==> config.mk <==
export PLATFORM = sky130hd
export DESIGN_NAME = insertion_sorter_with_counts_unit
export DESIGN_NICKNAME = d
export VERILOG_FILES = /design/src/rtl/isc_pkg.sv /design/src/rtl/isc_store.sv /design/src/rtl/insertion_sorter_with_counts_unit.sv
export SDC_FILE = /design/constraint.sdc
export NUM_CORES = 2
export LEC_CHECK = 0
export ABC_AREA = 0
export BUFFER_PORTS_ARGS = -buffer_cell sky130_fd_sc_hd__buf_4
export CAP_MARGIN = 20
export CELL_PAD_IN_SITES_DETAIL_PLACEMENT = 1
export CELL_PAD_IN_SITES_GLOBAL_PLACEMENT = 1
export CORE_MARGIN = 1
export CORE_UTILIZATION = 40
export DETAILED_ROUTE_END_ITERATION = 10
export PLACE_DENSITY_LB_ADDON = 0.1
export SETUP_SLACK_MARGIN = 0.2
export SYNTH_ARGS = -nofsm -noshare
export SYNTH_HDL_FRONTEND = slang
export SYNTH_HIERARCHICAL = 1
export SYNTH_SLANG_ARGS = --single-unit
==> constraint.sdc <==
create_clock -name i_clk -period 6.31 [get_ports i_clk]
set_input_delay 0.3155 -clock i_clk [delete_from_list [all_inputs] [get_ports i_clk]]
set_output_delay 0.3155 -clock i_clk [all_outputs]
set_load 0.02 [all_outputs]
==> src/rtl/isc_pkg.sv <==
// Package for the insertion sorter: sizes, counter limits and sequencer states.
package isc_pkg;

    localparam int DEF_MAX_ITEMS  = 64;
    localparam int DEF_DATA_WIDTH = 32;

    // Fixed result field widths
    localparam int POS_W = 6;
    localparam int CNT_W = 11;
    localparam int REM_W = 6;
    localparam int TOT_W = 13;

    localparam logic [CNT_W-1:0] SHIFT_MAX = 11'd2047;
    localparam logic [TOT_W-1:0] TOTAL_MAX = 13'd8191;

    typedef enum logic [2:0] {
        S_IDLE,
        S_START,
        S_CMP,
        S_PLACE,
        S_EMIT_RD,
        S_EMIT_LOAD,
        S_EMIT_WAIT
    } t_state;

endpackage

==> src/rtl/isc_store.sv <==
// Sorted value store: one write port, one registered read port.
module isc_store #(
    parameter int MAX_ITEMS  = isc_pkg::DEF_MAX_ITEMS,
    parameter int DATA_WIDTH = isc_pkg::DEF_DATA_WIDTH
) (
    input  logic                         i_clk,
    input  logic                         i_we,
    input  logic [$clog2(MAX_ITEMS)-1:0] i_waddr,
    input  logic [DATA_WIDTH-1:0]        i_wdata,
    input  logic [$clog2(MAX_ITEMS)-1:0] i_raddr,
    output logic [DATA_WIDTH-1:0]        o_rdata
);
    import isc_pkg::*;

    logic [DATA_WIDTH-1:0] r_mem [MAX_ITEMS];
    logic [DATA_WIDTH-1:0] r_rdata;

    always_ff @(posedge i_clk) begin
        if (i_we) begin
            r_mem[i_waddr] <= i_wdata;
        end
        r_rdata <= r_mem[i_raddr];
    end

    assign o_rdata = r_rdata;

endmodule

==> src/rtl/insertion_sorter_with_counts_unit.sv <==
// Insertion sorter top level: sequencer, counters and result register.
//
//  channel  | dir | tdata fields (low bit up)                       | tlast
//  s_axis   | in  | value                                           | last_in
//  m_axis   | out | sorted_value, position, counters, overflow      | last_out
//
// An item shifts the larger entries up one per cycle through the store's one write port and
// the single comparator, then writes its key into the freed entry; an item that arrives
// with the store full is dropped. On last_in the store is read out one result at a time,
// each result held on m_axis until it is taken;
// s_axis is not ready until the last result is taken and the counters clear.
// i_rst_n is synchronous, active low; store contents are not cleared.
module insertion_sorter_with_counts_unit #(
    parameter int MAX_ITEMS  = isc_pkg::DEF_MAX_ITEMS,
    parameter int DATA_WIDTH = isc_pkg::DEF_DATA_WIDTH,
    localparam int IN_W  = ((DATA_WIDTH + 7) / 8) * 8,
    localparam int OUT_W =
        ((DATA_WIDTH + isc_pkg::POS_W + 2 * isc_pkg::CNT_W + 2 * isc_pkg::REM_W
          + isc_pkg::TOT_W + 1 + 7) / 8) * 8
) (
    input  logic             i_clk,
    input  logic             i_rst_n,
    input  logic             i_s_axis_tvalid,
    output logic             o_s_axis_tready,
    input  logic [IN_W-1:0]  i_s_axis_tdata,   // value
    input  logic             i_s_axis_tlast,   // last_in
    output logic             o_m_axis_tvalid,
    input  logic             i_m_axis_tready,
    // sorted_value, position, compare_count, swap_count, removal_count,
    // insertion_count, total_count, overflow, zero fill
    output logic [OUT_W-1:0] o_m_axis_tdata,
    output logic             o_m_axis_tlast    // last_out
);
    import isc_pkg::*;

    localparam int AW    = (MAX_ITEMS > 1) ? $clog2(MAX_ITEMS) : 1;
    localparam int CW    = $clog2(MAX_ITEMS + 1);
    localparam int SUM_W = ((CNT_W > CW) ? CNT_W : CW) + 2;
    localparam int PAY_W = DATA_WIDTH + POS_W + 2 * CNT_W + 2 * REM_W + TOT_W + 1;

    t_state r_state, n_state;

    logic [DATA_WIDTH-1:0] r_key;
    logic                  r_last;
    logic [CW-1:0]         r_count;
    logic [AW-1:0]         r_j;
    logic [AW-1:0]         r_k;
    logic [CNT_W-1:0]      r_shift;
    logic                  r_dropped;

    logic                  r_out_valid;
    logic [PAY_W-1:0]      r_out_data;
    logic                  r_out_last;

    // store port control
    logic                  mem_we;
    logic [AW-1:0]         mem_waddr;
    logic [DATA_WIDTH-1:0] mem_wdata;
    logic [AW-1:0]         mem_raddr;
    logic [DATA_WIDTH-1:0] mem_rdata;

    logic                  in_acc;
    logic                  out_acc;
    logic                  full;
    logic                  gt;
    logic                  k_is_last;
    logic [CW-1:0]         rem;
    logic [SUM_W-1:0]      sum;
    logic [TOT_W-1:0]      total;

    isc_store #(
        .MAX_ITEMS (MAX_ITEMS),
        .DATA_WIDTH(DATA_WIDTH)
    ) u_store (
        .i_clk  (i_clk),
        .i_we   (mem_we),
        .i_waddr(mem_waddr),
        .i_wdata(mem_wdata),
        .i_raddr(mem_raddr),
        .o_rdata(mem_rdata)
    );

    assign in_acc    = i_s_axis_tvalid && o_s_axis_tready;
    assign out_acc   = r_out_valid && i_m_axis_tready;
    assign full      = (r_count == CW'(MAX_ITEMS));
    assign gt        = $signed(mem_rdata) > $signed(r_key);
    assign rem       = r_count - CW'(1);
    assign k_is_last = (CW'(r_k) == rem);
    assign sum       = SUM_W'({r_shift, 1'b0}) + SUM_W'({rem, 1'b0});
    assign total     = (sum > SUM_W'(TOTAL_MAX)) ? TOTAL_MAX : sum[TOT_W-1:0];

    // next state
    always_comb begin
        n_state = r_state;
        unique case (r_state)
            S_IDLE: begin
                if (in_acc) begin
                    n_state = S_START;
                end
            end
            S_START: begin
                if (full) begin
                    n_state = r_last ? S_EMIT_RD : S_IDLE;
                end else if (r_count == '0) begin
                    n_state = S_PLACE;
                end else begin
                    n_state = S_CMP;
                end
            end
            S_CMP: begin
                if (!gt || r_j == AW'(1)) begin
                    n_state = S_PLACE;
                end
            end
            S_PLACE: begin
                n_state = r_last ? S_EMIT_RD : S_IDLE;
            end
            S_EMIT_RD: begin
                n_state = (r_count == '0) ? S_IDLE : S_EMIT_LOAD;
            end
            S_EMIT_LOAD: begin
                n_state = S_EMIT_WAIT;
            end
            S_EMIT_WAIT: begin
                if (out_acc) begin
                    n_state = k_is_last ? S_IDLE : S_EMIT_RD;
                end
            end
            default: n_state = S_IDLE;
        endcase
    end

    // store port and handshake outputs
    always_comb begin
        mem_we          = 1'b0;
        mem_waddr       = r_j;
        mem_wdata       = r_key;
        mem_raddr       = '0;
        o_s_axis_tready = 1'b0;
        unique case (r_state) inside
            S_IDLE: begin
                o_s_axis_tready = 1'b1;
            end
            S_START: begin
                mem_raddr = AW'(rem);
            end
            S_CMP: begin
                // shift larger entry up and fetch the next one down
                if (gt) begin
                    mem_we    = 1'b1;
                    mem_wdata = mem_rdata;
                    mem_raddr = r_j - AW'(2);
                end
            end
            S_PLACE: begin
                mem_we = 1'b1;
            end
            S_EMIT_RD, S_EMIT_LOAD, S_EMIT_WAIT: begin
                mem_raddr = r_k;
            end
            default: begin
                mem_we = 1'b0;
            end
        endcase
    end

    // payload registers
    always_ff @(posedge i_clk) begin
        if (in_acc) begin
            r_key  <= i_s_axis_tdata[DATA_WIDTH-1:0];
            r_last <= i_s_axis_tlast;
        end
        if (r_state == S_START) begin
            r_j <= AW'(r_count);
        end else if (r_state == S_CMP && gt) begin
            r_j <= r_j - AW'(1);
        end
        if (r_state == S_EMIT_LOAD) begin
            r_out_data <= {r_dropped, total, REM_W'(rem), REM_W'(rem), r_shift, r_shift,
                           POS_W'(r_k), mem_rdata};
            r_out_last <= k_is_last;
        end
    end

    // control registers
    always_ff @(posedge i_clk) begin
        if (!i_rst_n) begin
            r_state     <= S_IDLE;
            r_count     <= '0;
            r_shift     <= '0;
            r_dropped   <= 1'b0;
            r_k         <= '0;
            r_out_valid <= 1'b0;
        end else begin
            r_state <= n_state;
            if (r_state == S_START && full) begin
                r_dropped <= 1'b1;
            end
            if (r_state == S_CMP && gt && r_shift != SHIFT_MAX) begin
                r_shift <= r_shift + CNT_W'(1);
            end
            if (r_state == S_PLACE) begin
                r_count <= r_count + CW'(1);
                r_k     <= '0;
            end
            if (r_state == S_START && full) begin
                r_k <= '0;
            end
            if (r_state == S_EMIT_RD && r_count == '0) begin
                r_shift   <= '0;
                r_dropped <= 1'b0;
            end
            if (r_state == S_EMIT_LOAD) begin
                r_out_valid <= 1'b1;
            end
            if (r_state == S_EMIT_WAIT && out_acc) begin
                r_out_valid <= 1'b0;
                if (k_is_last) begin
                    r_count   <= '0;
                    r_shift   <= '0;
                    r_dropped <= 1'b0;
                end else begin
                    r_k <= r_k + AW'(1);
                end
            end
        end
    end

    assign o_m_axis_tvalid = r_out_valid;
    assign o_m_axis_tdata  = OUT_W'(r_out_data);
    assign o_m_axis_tlast  = r_out_last;

endmodule
After elaboration in Yosys (flattened, before gate mapping)
Memories as Yosys holds them, arrays and structs flattened. A register that Yosys moved wholly into a read port is not among the register bits.
Cells that the tools add are included.
{ "op_classes": {"addsub": 7, "multipliers": 0, "div": 0, "magnitude_cmp": 2, "eq_ne": 13, "shift": 0, "n_mux": 35, "bitwise": 1, "n_reduce_logical": 15} }
{ "op_table": {"columns": ["op", "n"], "rows": [
  ["two-way mux 32 bit", 2],
  ["two-way mux 11 bit", 4],
  ["two-way mux 6 bit", 7],
  ["greater-than comparator 32 bit", 1],
  ["two-way mux 3 bit", 7],
  ["two-way mux 7 bit", 3],
  ["case mux 3 bit (7 select lines)", 1],
  ["case mux 6 bit (3 select lines)", 1],
  ["adder 12 x 8 -> 13 bit", 1],
  ["greater-than comparator 13 bit, second input constant", 1],
  ["adder 11 x 1 -> 11 bit, second input constant", 1],
  ["inequality test 11 bit, second input constant", 1],
  ["== test 3 bit, second input constant", 3],
  ["two-way mux 1 bit", 9],
  ["adder 7 x 1 -> 7 bit, second input constant", 1],
  ["== test 6 x 7 -> 1 bit", 1],
  ["== test 7 bit, second input constant", 1],
  ["logical AND 1 bit", 7],
  ["zero test 7 bit", 1],
  ["subtractor 7 x 1 -> 7 bit, second input constant", 1],
  ["adder 6 x 1 -> 6 bit, second input constant", 1],
  ["== test 3 x 2 -> 1 bit, second input constant", 2],
  ["== test 6 x 1 -> 1 bit, second input constant", 1],
  ["inequality test 2 bit, second input constant", 3],
  ["12 further kinds", 12]
]} }
{ "totals": {"reg_bits": 155, "latchBits": 0, "ramBits": 2048, "rom_bits": 0, "inputBits": 37, "n_memories": 1} }
{ "mem_list": {"columns": ["memory", "words", "word_bits", "read_ports", "rd_clocked_by_memory_dff", "write_ports", "line_no", "rtl"], "rows": [
  ["u_store.r_mem", 64, 32, 1, 1, 1, "isc_store.sv:15", "logic [DATA_WIDTH-1:0] r_mem [MAX_ITEMS];"]
]} }

Logic depth before layout (Yosys ltp)
{ "depth": {"depth_word": 7, "depth_mapped": 20, "depth_no_buf": 14} }

Cells and area by module
Netlist, hierarchy kept.
{ "by_module_without_submodules": {"columns": ["module", "n_inst", "cells_per_inst", "area_each_um2"], "rows": [
  ["isc_store", 1, 3324, 78515.3],
  ["insertion_sorter_with_counts_unit", 1, 633, 6969.2]
]} }

Least setup slack after synthesis
OpenSTA, ideal clock, no wires.
{ "synth_path": {"path_kind": "register to register", "start": "register r_key[14]", "end": "memory u_store/r_mem[48][0] (netlist name) (enable)", "setup_ns": 0.461, "arrival_ns": 5.002, "path_slack_ns": 0.847, "stages_incl_launch_ff": 13, "path_buffers": 0, "cell_sequence": "edfxtp_1 inv_1 ha_1 a21oi_1 nand2_1 a221o_1 o31a_1 o31ai_2 nand2_1 o21ai_0 nor2b_1 nand4b_1 nor3_1"} }
{ "synth_via": {"elab_chain_cells": 5} }
{ "synth_rtl": {"columns": ["element", "line_no", "rtl"], "rows": [
  ["start, declared", "insertion_sorter_with_counts_unit.sv:43", "logic [DATA_WIDTH-1:0] r_key;"],
  ["start signal, assigned", "insertion_sorter_with_counts_unit.sv:170", "r_key <= i_s_axis_tdata[DATA_WIDTH-1:0];"],
  ["greater-than comparator 32 bit", "insertion_sorter_with_counts_unit.sv:86", "assign gt = $signed(mem_rdata) > $signed(r_key);"],
  ["two-way mux 1 bit", "insertion_sorter_with_counts_unit.sv:149", "if (gt) begin"],
  ["case mux 1 bit (2 select lines)", "insertion_sorter_with_counts_unit.sv:140", "unique case (r_state) inside"],
  ["net mem_we", "insertion_sorter_with_counts_unit.sv:56", "logic mem_we;"],
  ["two-way mux 1 bit", "isc_store.sv:19", "if (i_we) begin"],
  ["two-way mux 1 bit (implied by the code)", "isc_store.sv:20", "r_mem[i_waddr] <= i_wdata;"],
  ["end, declared", "isc_store.sv:15", null]
]} }
The timed path passes the listed nets, and every way through them passes these cells.

Worst setup path after layout
{ "layout_path": {"start": "register u_store.r_rdata[16] (netlist: u_store/o_rdata[16]), read port of u_store.r_mem", "end": "register u_store.r_rdata[25] (netlist: u_store/o_rdata[25]), read port of u_store.r_mem"} }
{ "layout_via": {"elab_chain_cells": 3} }
{ "layout_rtl": {"columns": ["element", "line_no", "rtl"], "rows": [
  ["start, declared", "isc_store.sv:16", "logic [DATA_WIDTH-1:0] r_rdata;"],
  ["greater-than comparator 32 bit", "insertion_sorter_with_counts_unit.sv:86", null],
  ["two-way mux 6 bit", "insertion_sorter_with_counts_unit.sv:149", null],
  ["case mux 6 bit (3 select lines)", "insertion_sorter_with_counts_unit.sv:140", null],
  ["net mem_raddr[0]", "insertion_sorter_with_counts_unit.sv:59", "logic [AW-1:0] mem_raddr;"]
]} }
The timed path passes the listed nets, and every way through them passes these cells.
A chain may end at the register's enable or synchronous reset.

==> summary.md <==
| Metric | Value |
|---|---|
| Vias in the first global route | between 40000 and 50000 |
| Final ANT Viol Nets | 0 |
| TNS Setup | 0 ps |
| Post-Route WL | about 250000 µm |
| Post-synth top area cell | edfxtp_1 |
| Hold Startpoint | i_s_axis_tdata[20] |
| # nets final | approximately 4500 |
| Die W | 464 µm |
| Cell Pwr Density | 487 mW/mm² |
| Crit-path leading delay family | buffers and inverters |
| Slowest stage delay, CP | around 770 ps |
| Yosys warns | 6 |
| Layout Cells excl Fill | about 7400 |
| Final setup vio count | 0 |
| Synth area leaders | edfxtp_1 (76%), mux4_2 (14%), dfxtp_1 (1.4%) |
| Clk root buf | clkbuf_16 |
| CTS tree | done |
| CP Data Required Time | around 7000 ps |
| Fmax achieved | 0.171 GHz |
| Headroom to the max-slew limit | approximately 28% |
| VDD IR-drop max | between 0.0003 and 0.0004 V |
| Syn avg cell area | about 22 µm² |
| Hold Path Class | in -> reg |
| Post-detail-place hpwl | 151000 µm |
| Pre-antenna DRT Iters | 10 |
| Reg-to-Reg Start | u_store/o_rdata[16] |
| Crit start category | flop |
| Synth top area share | around 76% |
| Clock Latency Late Sink | 870 ps |
| Status | finished with violations |
| Drt drc | 22 |
| Average wire per standard cell | 33.5 µm |
| Synth unique cells | 62 |
| Critical path type | reg -> reg |
| Dpl cells | between 6000 and 7000 |
| Num CTS Buffers | 235 |
| Post-synthesis sequential area ratio | between 70 and 80% |
| Core area | about 0.21 mm² |
| Initial core utilization | between 40 and 50% |
| Row Count | 169 |
| Number of synthesized flops with an enable pin | about 2200 |
| Synthesized area | between 0.08 and 0.09 mm² |
| Global-route wire length before repair | ~350000 µm |
| Register-to-Register Path Depth | 17 |
| Clock sinks | 2217 |
| Largest net degree at the start of global routing | 67 |
| Worst Path Buf+Inv | 5 |
| Gate Count Post-Synth | about 4000 |
| Worst-Margin Slew | 1070 ps |
| H-tree Lvls | 4 |
| Max-Cap Viols | 0 |
| Top cell by count, worst path | buf_4 |
| Seq cells post-synth | ~2200 |
| Vias per std cell | 5.71 |
| Highest routing layer actually used | met4 |
| Die height | 464 µm |
| Hold depth | 2 |
| Crit-path max FO | 39 |
| R2R Setup Slk | approximately 460 ps |
| Port buffer count | 124 |
| Worst-path clk slew | ~60 ps |
| Crit path time final | approximately 5900 ps |
| Detailed router's first-iteration violation count | 3936 |
| GPL Wtd Cong | approximately 0.8 |
| Clock Tree Buf Depth | 3 |
| Worst EP arrival | about 6600 ps |
| Total gr overflow | 0 |
| FFs w/ async S/R, synth | 0% |
| Worst-path cell chain | ha_1 > nand4_1 > nor4_1 > buf_4 > o31a_1 > or2_2 > nand2_1 > o21ai_4 > buf_12 > buf_12 > buf_4 > buf_4 > mux4_2 > o22ai_1 > nor2_1 > a21oi_1 > nor2_1 |
| Final Cycle Share | 92.7% |
| Failing checks | design-rule violations |
| Initial antenna violation count | 7 |
| # IOs | between 100 and 150 |
| LEAKAGE | 0.0312 µW |
| CP max stage cell | nor4_1 |
| Post-CTS Setup Inserts | 0 |
| Met3 wire len | 10900 µm |
| Die area | 0.216 mm² |
| Endpoint, Worst Hold | r_key[20] |
| Via count | roughly 42000 |
| Metal-1 WL | ~110000 µm |
| Critical Path End Type | flop |
| Final Hold Fails | 0 |
| Syn-to-layout area delta | 17.0% |
| Layout cells sized above 1 | roughly 30% |
| GRT Util Overall | around 23% |
| Ys flop type | edfxtp_1 |
| RSZ-0062 raised after global routing | false |
| Met2 WL post-DR | between 100000 and 150000 µm |
| Fin Clk Skew | 32.0 ps |
| Fin. max-slew vios | 0 |
| RR Endpoint | u_store/o_rdata[25] |
logic make-up (layout without fill, tap and decap cells):
group                      count (synthesis)  in the layout  synth area share, %
DFF                                     2217           2217                 77.2
muxes                                    645            645                 15.5
and+or+nand+nor                          424            424                 2.37
AOI/OAI and AO/OA                        321            321                 2.35
buffers and inverters                    269            879                 1.51
adders and majority gates                 48             48                0.711
xor gates and xnor gates                  32             32                0.376
other                                      1             10              0.00439
final cells by class:
class                      instances  area, µm²
inverter                          43        161
sequential                      2217      66000
timing repair buffer             408       3790
antenna                            7       17.5
clock inverter                   122       1120
fill                           19100     112000
tap                             2821       3530
multi-input combinational       1473      19200
clock buffer                     306       6280
metrics by stage:
stage / area, µm² / util (%) / hold slack (ps) / total power, µW / setup WS (ps)
after CTS: 100000 / 47.1 / 95.7 / 49400 / 217
after global placement: 92200 / 43.4 / 455 / 35800 / -341
after global routing: 100000 / 47.1 / 119 / 50600 / 203
after floorplan: 85500 / - / 406 / 29100 / 847
after detailed placement: 92200 / 43.4 / 447 / 36000 / 152
final: 100000 / 47.1 / 157 / 48800 / 460
cells in the mapped netlist (15+ instances only):
cell,number
a21oi_1,93
a22oi_1,17
buf_1,22
buf_2,61
buf_4,45
clkbuf_1,93
dfxtp_1,61
edfxtp_1,2156
ha_1,47
inv_1,43
mux2i_1,99
mux4_2,544
nand2_1,70
nand3_1,56
nor2_1,170
nor2b_1,19
nor3_1,17
o21ai_0,56
o221ai_1,28
o22ai_1,85
xnor2_1,15
registers in the layout, indices dropped and copies added, names as in the netlist:
| name | cells |
|---|---|
| o_m_axis_tvalid | 1 |
| r_dropped | 1 |
| u_store/o_rdata | 32 |
| u_store/r_mem | 2048 |
| r_out_data | 68 |
| r_key | 32 |
| r_k | 6 |
| mem_waddr | 6 |
| r_state | 3 |
| r_last | 1 |
| o_m_axis_tlast | 1 |
| r_shift | 11 |
| r_count | 7 |
placed cells by master (no fill, tap or decap), types with 14 or more instances in the layout:
cell type | Yosys | layout
xnor2_1 | 15 | 15
clkinv_2 | 0 | 42
xor2_1 | 14 | 14
a21oi_1 | 93 | 92
nor3_1 | 17 | 15
clkinv_1 | 0 | 41
dlygate4sd3_1 | 0 | 36
buf_12 | 0 | 51
clkbuf_1 | 93 | 59
bufinv_16 | 0 | 17
a22oi_1 | 17 | 17
dfxtp_1 | 61 | 57
nor2b_1 | 19 | 19
o22ai_1 | 85 | 83
edfxtp_1 | 2156 | 2156
mux2i_1 | 99 | 99
ha_1 | 47 | 47
nand4_1 | 14 | 14
mux4_2 | 544 | 544
nor2_4 | 0 | 63
o21ai_4 | 0 | 36
clkbuf_16 | 0 | 236
o21ai_0 | 56 | 19
nand3_1 | 56 | 56
inv_1 | 43 | 43
buf_4 | 45 | 320
nand2_1 | 70 | 70
o221ai_1 | 28 | 27
nor2_1 | 170 | 107
how the worst max path moves through the flow:
stage	to	slack [ps]	start	cells past startpoint
after floorplan	u_store/r_mem[48][0]	850	r_key[14]	12
after global placement	u_store/o_rdata[25]	-340	u_store/o_rdata[15]	15
after detailed placement	u_store/o_rdata[25]	150	u_store/o_rdata[15]	16
after CTS	u_store/o_rdata[15]	220	u_store/o_rdata[15]	18
after global routing	u_store/o_rdata[24]	200	r_key[27]	18
final	u_store/o_rdata[25]	460	u_store/o_rdata[16]	17
routing by layer:
layer	up-vias	global-route usage, %
met5	-	0
met4	0	5.66
met3	274	3.01
met2	1142	37.7
met1	23400	32.8
li1	17400	-
where the power goes:
part	switching, µW	internal (µW)
Combinational	10100	6160
Clock	5750	7670
Sequential	490	18600
Total	16400	32400
timing repair:
action                                 4_1_cts  5_1_grt
hold buffers                                36        0
setup endpoints to repair                    2        5
gates resized for setup                      2        5
endpoints found under the hold margin       43        0
pin swaps                                    0        0
Note: power is estimated with default switching activity, not from simulation.
